--- config.mk ---
export PLATFORM = sky130hd
export DESIGN_NAME = descending_index_selection_sort
export DESIGN_NICKNAME = d
export VERILOG_FILES = /design/src/hdl/dis_pkg.sv /design/src/hdl/dis_ram.sv /design/src/hdl/dis_useq.sv /design/src/hdl/descending_index_selection_sort.sv
export SDC_FILE = /design/constraint.sdc
export NUM_CORES = 2
export LEC_CHECK = 0
export BUFFER_PORTS_ARGS = -buffer_cell sky130_fd_sc_hd__buf_2
export CORE_MARGIN = 3
export CORE_UTILIZATION = 50
export CTS_BUF_LIST = sky130_fd_sc_hd__clkbuf_4 sky130_fd_sc_hd__clkbuf_8 sky130_fd_sc_hd__clkbuf_16
export CTS_CLUSTER_DIAMETER = 200
export DETAILED_ROUTE_END_ITERATION = 6
export PLACE_DENSITY = 0.67
export SETUP_SLACK_MARGIN = 0.3
export SLEW_MARGIN = 30
export SYNTH_ARGS = -nofsm -noshare
export SYNTH_HDL_FRONTEND = slang
export SYNTH_SLANG_ARGS = --single-unit
export TNS_END_PERCENT = 1
--- constraint.sdc ---
create_clock -name clk -period 10.5 [get_ports clk]
set_input_delay 0 -clock clk [delete_from_list [all_inputs] [get_ports clk]]
set_output_delay 0 -clock clk [all_outputs]
set_load 0.03 [all_outputs]
--- src/hdl/dis_pkg.sv ---
// shared types, constants and microcode program for the descending index selection sort
// no dependencies; used by dis_useq, the top level and dis_chk
`default_nettype none

package dis_pkg;

  localparam int IDX_W         = 5;
  localparam int KEY_W         = 32;
  localparam int MAX_ITEMS_DEF = 32;
  localparam int PC_W          = 4;

  typedef struct packed {
    logic signed [KEY_W-1:0] key;
    logic [IDX_W-1:0]        start_index;
    logic                    last;
  } in_word_t;

  typedef struct packed {
    logic [IDX_W-1:0]        sorted_index;
    logic signed [KEY_W-1:0] sorted_key;
    logic                    end_of_list;
  } out_word_t;

  // one entry of the working list: index plus the key it points to
  typedef struct packed {
    logic [IDX_W-1:0]        idx;
    logic signed [KEY_W-1:0] key;
  } ent_t;

  typedef enum logic [4:0] {
    U_NOP,
    U_LOAD,
    U_PRE_RD,
    U_PRE_KEY,
    U_PRE_WR,
    U_SORT_INIT,
    U_PASS_RD,
    U_PASS_LATCH,
    U_SCAN,
    U_SWAP_A,
    U_SWAP_B,
    U_OUT_INIT,
    U_OUT_RD,
    U_OUT_LOAD,
    U_CLEAR
  } uop_t;

  typedef enum logic [3:0] {
    C_NEVER,
    C_ALWAYS,
    C_NO_LAST,
    C_MORE_I,
    C_N_LE_1,
    C_J_LT_N,
    C_MORE_PASS,
    C_OUT_PEND,
    C_I_LT_N
  } cond_t;

  typedef struct packed {
    uop_t            op;
    cond_t           cond;
    logic [PC_W-1:0] target;
  } ctrl_word_t;

  typedef struct packed {
    logic no_last;
    logic more_i;
    logic n_le_1;
    logic j_lt_n;
    logic more_pass;
    logic out_pend;
    logic i_lt_n;
  } flags_t;

  localparam logic [PC_W-1:0] S_LOAD       = 4'd0;
  localparam logic [PC_W-1:0] S_PRE_RD     = 4'd1;
  localparam logic [PC_W-1:0] S_PRE_KEY    = 4'd2;
  localparam logic [PC_W-1:0] S_PRE_WR     = 4'd3;
  localparam logic [PC_W-1:0] S_SORT_INIT  = 4'd4;
  localparam logic [PC_W-1:0] S_PASS_RD    = 4'd5;
  localparam logic [PC_W-1:0] S_PASS_LATCH = 4'd6;
  localparam logic [PC_W-1:0] S_SCAN       = 4'd7;
  localparam logic [PC_W-1:0] S_SWAP_A     = 4'd8;
  localparam logic [PC_W-1:0] S_SWAP_B     = 4'd9;
  localparam logic [PC_W-1:0] S_OUT_INIT   = 4'd10;
  localparam logic [PC_W-1:0] S_OUT_RD     = 4'd11;
  localparam logic [PC_W-1:0] S_OUT_LOAD   = 4'd12;
  localparam logic [PC_W-1:0] S_OUT_WAIT   = 4'd13;
  localparam logic [PC_W-1:0] S_OUT_NEXT   = 4'd14;
  localparam logic [PC_W-1:0] S_CLEAR      = 4'd15;

  // control store: taken branch goes to target, otherwise step falls through
  function automatic ctrl_word_t ucode(input logic [PC_W-1:0] pc);
    ctrl_word_t cw;
    cw = '{op: U_NOP, cond: C_ALWAYS, target: S_LOAD};
    case (pc)
      S_LOAD:       cw = '{op: U_LOAD,       cond: C_NO_LAST,   target: S_LOAD};
      S_PRE_RD:     cw = '{op: U_PRE_RD,     cond: C_NEVER,     target: S_LOAD};
      S_PRE_KEY:    cw = '{op: U_PRE_KEY,    cond: C_NEVER,     target: S_LOAD};
      S_PRE_WR:     cw = '{op: U_PRE_WR,     cond: C_MORE_I,    target: S_PRE_RD};
      S_SORT_INIT:  cw = '{op: U_SORT_INIT,  cond: C_N_LE_1,    target: S_OUT_INIT};
      S_PASS_RD:    cw = '{op: U_PASS_RD,    cond: C_NEVER,     target: S_LOAD};
      S_PASS_LATCH: cw = '{op: U_PASS_LATCH, cond: C_NEVER,     target: S_LOAD};
      S_SCAN:       cw = '{op: U_SCAN,       cond: C_J_LT_N,    target: S_SCAN};
      S_SWAP_A:     cw = '{op: U_SWAP_A,     cond: C_NEVER,     target: S_LOAD};
      S_SWAP_B:     cw = '{op: U_SWAP_B,     cond: C_MORE_PASS, target: S_PASS_RD};
      S_OUT_INIT:   cw = '{op: U_OUT_INIT,   cond: C_NEVER,     target: S_LOAD};
      S_OUT_RD:     cw = '{op: U_OUT_RD,     cond: C_NEVER,     target: S_LOAD};
      S_OUT_LOAD:   cw = '{op: U_OUT_LOAD,   cond: C_NEVER,     target: S_LOAD};
      S_OUT_WAIT:   cw = '{op: U_NOP,        cond: C_OUT_PEND,  target: S_OUT_WAIT};
      S_OUT_NEXT:   cw = '{op: U_NOP,        cond: C_I_LT_N,    target: S_OUT_RD};
      S_CLEAR:      cw = '{op: U_CLEAR,      cond: C_ALWAYS,    target: S_LOAD};
      default:      cw = '{op: U_NOP,        cond: C_ALWAYS,    target: S_LOAD};
    endcase
    return cw;
  endfunction

endpackage

`default_nettype wire

--- src/hdl/dis_ram.sv ---
// generic single-write, single-read ram with registered read data
// no dependencies
`default_nettype none

module dis_ram #(
  parameter int WIDTH = 32,
  parameter int DEPTH = 32
) (
  input  wire logic                     clk,
  input  wire logic                     we,
  input  wire logic [$clog2(DEPTH)-1:0] waddr,
  input  wire logic [WIDTH-1:0]         wdata,
  input  wire logic                     re,
  input  wire logic [$clog2(DEPTH)-1:0] raddr,
  output logic      [WIDTH-1:0]         rdata
);

  logic [WIDTH-1:0] mem [DEPTH];

  always_ff @(posedge clk) begin
    if (we) begin
      mem[waddr] <= wdata;
    end
    if (re) begin
      rdata <= mem[raddr];
    end
  end

endmodule

`default_nettype wire

--- src/hdl/dis_useq.sv ---
// microcode sequencer: step counter, control store lookup and branch test
// depends on dis_pkg
`default_nettype none

module dis_useq
  import dis_pkg::*;
(
  input  wire logic       clk,
  input  wire logic       rst_n,
  input  wire flags_t     flags,
  output ctrl_word_t      ctrl
);

  logic [PC_W-1:0] pc_r;
  logic [PC_W-1:0] pc_nxt;
  logic            take;

  assign ctrl = ucode(pc_r);

  always_comb begin
    case (ctrl.cond)
      C_NEVER:     take = 1'b0;
      C_ALWAYS:    take = 1'b1;
      C_NO_LAST:   take = flags.no_last;
      C_MORE_I:    take = flags.more_i;
      C_N_LE_1:    take = flags.n_le_1;
      C_J_LT_N:    take = flags.j_lt_n;
      C_MORE_PASS: take = flags.more_pass;
      C_OUT_PEND:  take = flags.out_pend;
      C_I_LT_N:    take = flags.i_lt_n;
      default:     take = 1'b1;
    endcase
    pc_nxt = take ? ctrl.target : pc_r + PC_W'(1);
  end

  always_ff @(posedge clk) begin
    if (!rst_n) begin
      pc_r <= S_LOAD;
    end else begin
      pc_r <= pc_nxt;
    end
  end

endmodule

`default_nettype wire

--- src/hdl/descending_index_selection_sort.sv ---
// top level: load, key prefill, selection sort and readout of an index list
// depends on dis_pkg, dis_ram, dis_useq
`default_nettype none

// channel | dir | handshake               | word
// in_     | in  | in_valid / in_ready     | in_word_t  (key, start_index, last)
// out_    | out | out_valid / out_ready   | out_word_t (sorted_index, sorted_key, end_of_list)
//
// one input word per cycle while loading; after the last word come key prefill,
// the selection sort and readout, all paced by the single read port of the working list ram
// in_ready is low from the last word until the final result is taken and S_CLEAR has run
// out_ready low simply holds the readout step; no word is dropped
// synchronous active-low reset clears the step counter, count and out_valid

module descending_index_selection_sort
  import dis_pkg::*;
#(
  parameter int MAX_ITEMS = MAX_ITEMS_DEF
) (
  input  wire logic      clk,
  input  wire logic      rst_n,
  input  wire logic      in_valid,
  output logic           in_ready,
  input  wire in_word_t  in_data,
  output logic           out_valid,
  input  wire logic      out_ready,
  output out_word_t      out_data
);

  localparam int AW = $clog2(MAX_ITEMS);
  localparam int CW = $clog2(MAX_ITEMS + 1);
  localparam int XW = (AW > IDX_W) ? AW : IDX_W;

  ctrl_word_t ctrl;
  flags_t     flags;

  logic [CW-1:0]    cnt_r, cnt_nxt;
  logic [CW-1:0]    i_r, i_nxt;
  logic [CW-1:0]    j_r, j_nxt;
  logic [CW-1:0]    pick_r, pick_nxt;
  ent_t             pick_ent_r, pick_ent_nxt;
  ent_t             ent_i_r, ent_i_nxt;
  logic [IDX_W-1:0] tmp_idx_r, tmp_idx_nxt;
  logic             out_valid_r, out_valid_nxt;
  out_word_t        out_word_r, out_word_nxt;

  logic             key_we;
  logic [AW-1:0]    key_waddr;
  logic             key_re;
  logic [AW-1:0]    key_raddr;
  logic [KEY_W-1:0] key_rdata;

  logic             wrk_we;
  logic [AW-1:0]    wrk_waddr;
  ent_t             wrk_wdata;
  logic             wrk_re;
  logic [AW-1:0]    wrk_raddr;
  ent_t             wrk_rdata;

  logic [XW-1:0]    idx_x;
  logic [CW-1:0]    scan_pos;
  logic             in_acc;
  logic             oor;

  dis_useq u_useq (
    .clk   (clk),
    .rst_n (rst_n),
    .flags (flags),
    .ctrl  (ctrl)
  );

  dis_ram #(
    .WIDTH (KEY_W),
    .DEPTH (MAX_ITEMS)
  ) u_key_ram (
    .clk   (clk),
    .we    (key_we),
    .waddr (key_waddr),
    .wdata (in_data.key),
    .re    (key_re),
    .raddr (key_raddr),
    .rdata (key_rdata)
  );

  dis_ram #(
    .WIDTH ($bits(ent_t)),
    .DEPTH (MAX_ITEMS)
  ) u_wrk_ram (
    .clk   (clk),
    .we    (wrk_we),
    .waddr (wrk_waddr),
    .wdata (wrk_wdata),
    .re    (wrk_re),
    .raddr (wrk_raddr),
    .rdata (wrk_rdata)
  );

  assign in_ready  = (ctrl.op == U_LOAD);
  assign in_acc    = in_valid && in_ready;
  assign out_valid = out_valid_r;
  assign out_data  = out_word_r;

  assign idx_x     = XW'(wrk_rdata.idx);
  assign key_raddr = idx_x[AW-1:0];
  assign scan_pos  = j_r - CW'(1);
  assign oor       = ({{(32-IDX_W){1'b0}}, tmp_idx_r} >= 32'(MAX_ITEMS));

  always_comb begin
    flags.no_last   = !(in_acc && in_data.last);
    flags.more_i    = ({1'b0, i_r} + (CW+1)'(1)) < {1'b0, cnt_r};
    flags.n_le_1    = (cnt_r <= CW'(1));
    flags.j_lt_n    = (j_r < cnt_r);
    flags.more_pass = ({1'b0, i_r} + (CW+1)'(2)) < {1'b0, cnt_r};
    flags.out_pend  = out_valid_r && !out_ready;
    flags.i_lt_n    = (i_r < cnt_r);
  end

  always_comb begin
    cnt_nxt       = cnt_r;
    i_nxt         = i_r;
    j_nxt         = j_r;
    pick_nxt      = pick_r;
    pick_ent_nxt  = pick_ent_r;
    ent_i_nxt     = ent_i_r;
    tmp_idx_nxt   = tmp_idx_r;
    out_word_nxt  = out_word_r;
    out_valid_nxt = out_valid_r && !out_ready;

    key_we    = 1'b0;
    key_waddr = cnt_r[AW-1:0];
    key_re    = 1'b0;
    wrk_we    = 1'b0;
    wrk_waddr = cnt_r[AW-1:0];
    wrk_wdata = '{idx: in_data.start_index, key: '0};
    wrk_re    = 1'b0;
    wrk_raddr = i_r[AW-1:0];

    case (ctrl.op)
      U_LOAD: begin
        i_nxt = '0;
        if (in_acc && (cnt_r < CW'(MAX_ITEMS))) begin
          key_we  = 1'b1;
          wrk_we  = 1'b1;
          cnt_nxt = cnt_r + CW'(1);
        end
      end
      U_PRE_RD: begin
        wrk_re = 1'b1;
      end
      U_PRE_KEY: begin
        tmp_idx_nxt = wrk_rdata.idx;
        key_re      = 1'b1;
      end
      U_PRE_WR: begin
        wrk_we    = 1'b1;
        wrk_waddr = i_r[AW-1:0];
        wrk_wdata = '{idx: tmp_idx_r, key: oor ? '0 : key_rdata};
        i_nxt     = i_r + CW'(1);
      end
      U_SORT_INIT: begin
        i_nxt = '0;
      end
      U_PASS_RD: begin
        wrk_re = 1'b1;
        j_nxt  = i_r + CW'(1);
      end
      U_PASS_LATCH: begin
        ent_i_nxt    = wrk_rdata;
        pick_ent_nxt = wrk_rdata;
        pick_nxt     = i_r;
        wrk_re       = 1'b1;
        wrk_raddr    = j_r[AW-1:0];
        j_nxt        = j_r + CW'(1);
      end
      U_SCAN: begin
        if (wrk_rdata.key > pick_ent_r.key) begin
          pick_ent_nxt = wrk_rdata;
          pick_nxt     = scan_pos;
        end
        if (j_r < cnt_r) begin
          wrk_re    = 1'b1;
          wrk_raddr = j_r[AW-1:0];
          j_nxt     = j_r + CW'(1);
        end
      end
      U_SWAP_A: begin
        wrk_we    = 1'b1;
        wrk_waddr = i_r[AW-1:0];
        wrk_wdata = pick_ent_r;
      end
      U_SWAP_B: begin
        wrk_we    = 1'b1;
        wrk_waddr = pick_r[AW-1:0];
        wrk_wdata = ent_i_r;
        i_nxt     = i_r + CW'(1);
      end
      U_OUT_INIT: begin
        i_nxt = '0;
      end
      U_OUT_RD: begin
        wrk_re = 1'b1;
      end
      U_OUT_LOAD: begin
        out_word_nxt.sorted_index = wrk_rdata.idx;
        out_word_nxt.sorted_key   = wrk_rdata.key;
        out_word_nxt.end_of_list  = ({1'b0, i_r} + (CW+1)'(1)) == {1'b0, cnt_r};
        out_valid_nxt             = 1'b1;
        i_nxt                     = i_r + CW'(1);
      end
      U_CLEAR: begin
        cnt_nxt = '0;
      end
      default: begin
      end
    endcase
  end

  always_ff @(posedge clk) begin
    if (!rst_n) begin
      cnt_r       <= '0;
      out_valid_r <= 1'b0;
    end else begin
      cnt_r       <= cnt_nxt;
      out_valid_r <= out_valid_nxt;
    end
  end

  always_ff @(posedge clk) begin
    i_r        <= i_nxt;
    j_r        <= j_nxt;
    pick_r     <= pick_nxt;
    pick_ent_r <= pick_ent_nxt;
    ent_i_r    <= ent_i_nxt;
    tmp_idx_r  <= tmp_idx_nxt;
    out_word_r <= out_word_nxt;
  end

endmodule

`default_nettype wire

==> out/qor.yml <==
pwr-share-clk_pct: 37.3
combPwrFrac_pct: 14.4
drv_slew: 0
cts_buffers: 234
area_delta_synth_final_pct: 12.3
start_util_pct: 50.4
port_buffers: 81
yosysMostFrequentCell: "edfxtp_1"
p_leak_uw: 0.0352
p_seq_share_pct: 48.3
syn-cell-area_mm2: 0.0972
core_area_mm2: 0.193
synth_edf_count: 2411
grt_max_degree: 230
worst_pin_slew_ns: 1.12
synth_top_family_by_area: "multiplexers"
cap_viol_max_count: 0
drc: 0
ctsHoldBuffers: 40
netlist_instances: 5439
clockBufferDepth: 3
ant_nets: 0
yosys.area.top_type: "edfxtp_1"
num-nets-final: 5669
synthSimpleGateAreaFrac_pct: 4.05
post-route-period-util_pct: 55.9
p_sw_share_pct: 25.5
die_area_mm2: 0.200
required_ns: 11.09
ff2ff_setup_slack_ns: 4.63
tns_ns: 0
avgSynthCellArea_um2: 17.9
wirelength_mm: 266
status: "finished, final reports clean"
finalWeightedCongestion: 0.853
total_power_uw: 22800
dieWidth_um: 447
dp_hpwl_mm: 130
p_per_area_mw_per_mm2: 209
fin_crit_ns: 5.87
synth_top_cells_by_count: "2411 x edfxtp_1, 404 x o21ai_0, 329 x nand3_1"
synth_seq_cells: 2434
synthFlopType: "edfxtp_1"
drt-initial-drc-count: 7156
holdWs_ns: 0.0857
finalHoldViolations: 0
yosysSeqAreaShare_pct: 74.9
rows: 161
skew_ns: 0.0337
grt_pass1_wl_mm: 379
io_pins: 82
synth-async-reset-ratio_pct: 0
critPathMaxFanout: 78
clock_latency_ns: 0.86
synth_fa_ha_area_share_pct: 0.888
syn_nets: 5550
cts_resized: 0
grt_pass1_vias: 52300
via_per_inst: 6.51
switchingPower_uw: 5820
slew_headroom_pct: 25.1
synth-xor-area-share_pct: 0.171
post_cts_buffers: 0
drive_above_1_share_pct: 18.6
vias: 54000
internal_power_uw: 17000
finalSetupViolCount: 0
wl_per_cell_um: 32.0
synth_top_area_share_pct: 74.5
clock-sinks: 2434
cts.reportedPaths.clkPinSlew_ns: 0.06
grt_overflow_total: 0
cp.arrival_ns: 6.46
synth.area.top_cells: "edfxtp_1 74%, mux4_2 7.4%, a21o_1 2.4%, o21ai_0 2.1%, nand3_1 1.7%"
die_h_um: 447
dr.pass1.iters: 6
grt_use_total_pct: 26.5
antenna_found_initial: 13
htreeDepth: 4
yosysWarnings: 0
worstSetupPathType: "flop to flop"
worst_setup_path_start_kind: "flop"
setup.worst_path.end_class: "flop"
clockRootBuffer: "clkbuf_16"
ir_drop_mv: 0.186
fmax_mhz: 170
synth_compound_area_share_pct: 8.50
cts_tree: "built"
rsz0062_at_grt: "no"
yosysUniqueCellTypes: 76
yosys-mux-area-fraction_pct: 9.44
min_path_type: "primary input to flop"
-- registers in the layout (all words and copies together), names as in the netlist --
name             count
out_data            38
u_wrk_ram.rdata     37
pick_ent_r          37
pick_r               5
tmp_idx_r            5
u_wrk_ram.mem     1184
u_useq.ctrl         12
u_useq.pc_r          4
j_r                  6
cnt_r                6
out_valid            1
u_key_ram.rdata     32
ent_i_r             37
i_r                  6
u_key_ram.mem     1024
-- placed cells by master, fill, tap and decap left out, drive strengths merged, types with 6 or more instances in the layout --
cell,instances
xor2,7
a222oi,32
or4,39
dfxtp,23
nor2b,8
bufinv,29
mux2i,153
clkbuf,272
a22oi,10
buf,214
inv,102
mux4,320
o21ai,441
a211oi,7
a21o,307
ha,69
clkinvlp,8
edfxtp,2411
o2111ai,151
mux2,39
nor3,12
nand2,60
nand3,331
nand4,9
and3,152
clkinv,125
xnor2,12
a21boi,148
nor2,103
nand2b,6
o211ai,45
dlygate4sd3,40
a21oi,18
-- power by group through the flow --
stage	Sequential (µW)	Combinational, µW	Clock (µW)
floorplan	11200	2250	0
detailed placement	11200	3250	0
CTS	11000	3270	8630
global route	11000	3530	9010
global placement	11200	3180	0
finish	11000	3280	8530
-- critical path, stage by stage (launching register included) --
cell,delay (ns)
dfxtp_1,0.46
inv_1,0.25
ha_1,0.35
o21a_1,0.23
o31a_4,0.40
nand3_4,0.58
and2_4,0.70
buf_4,0.64
buf_4,0.84
mux2i_1,0.29
o2111ai_1,0.12
or4_1,0.55
-- stage by stage --
stage | cells | util [%] | area, µm² | setup WS [ns]
after global routing | 8289 | 56.6 | 109000 | 4.37
after detailed placement | 7804 | 52.3 | 101000 | 4.76
after global placement | 7803 | 52.3 | 101000 | 4.84
final | 8293 | 56.6 | 109000 | 4.63
after floorplan | 5439 | - | 97200 | 5.73
after CTS | 8285 | 56.6 | 109000 | 4.75
-- layout make-up --
class / count / area (µm²)
Tap cell: 2526 / 3160
Multi-Input combinational cell: 2539 / 23100
Sequential cell: 2434 / 72900
Antenna cell: 4 / 10.0
Inverter: 95 / 357
Timing Repair Buffer: 254 / 1970
Fill cell: 14400 / 83800
Clock buffer: 272 / 6160
Clock inverter: 169 / 1650
-- metal layers --
metal  part of all wire [%]  GRT usage, %
met5                  0.023             0
met2                     49          42.8
met3                    9.4          5.17
met1                     38          36.2
met4                    3.8          9.38
-- path summary, 6_finish.rpt --
path | from | to | cells past startpoint
hold reg to reg | u_useq.ctrl[1] | u_useq.pc_r[1] | 2
setup reg to reg | cnt_r[4] | u_wrk_ram.rdata[20] | 11
setup / recovery | cnt_r[4] | u_wrk_ram.rdata[20] | 11
hold / removal | in_data[5] | u_wrk_ram.mem[22][36] | 4
-- cell families (layout without fill, tap and decap cells) --
| group | after synthesis | after routing |
|---|---|---|
| compound gates | 1194 | 1194 |
| xor+xnor | 19 | 19 |
| fa+ha+maj | 69 | 69 |
| buf+inv | 466 | 790 |
| flops | 2434 | 2434 |
| mux | 512 | 512 |
| other cells | 0 | 4 |
| simple gates | 745 | 745 |
Note: power is estimated with default switching activity, not from simulation.
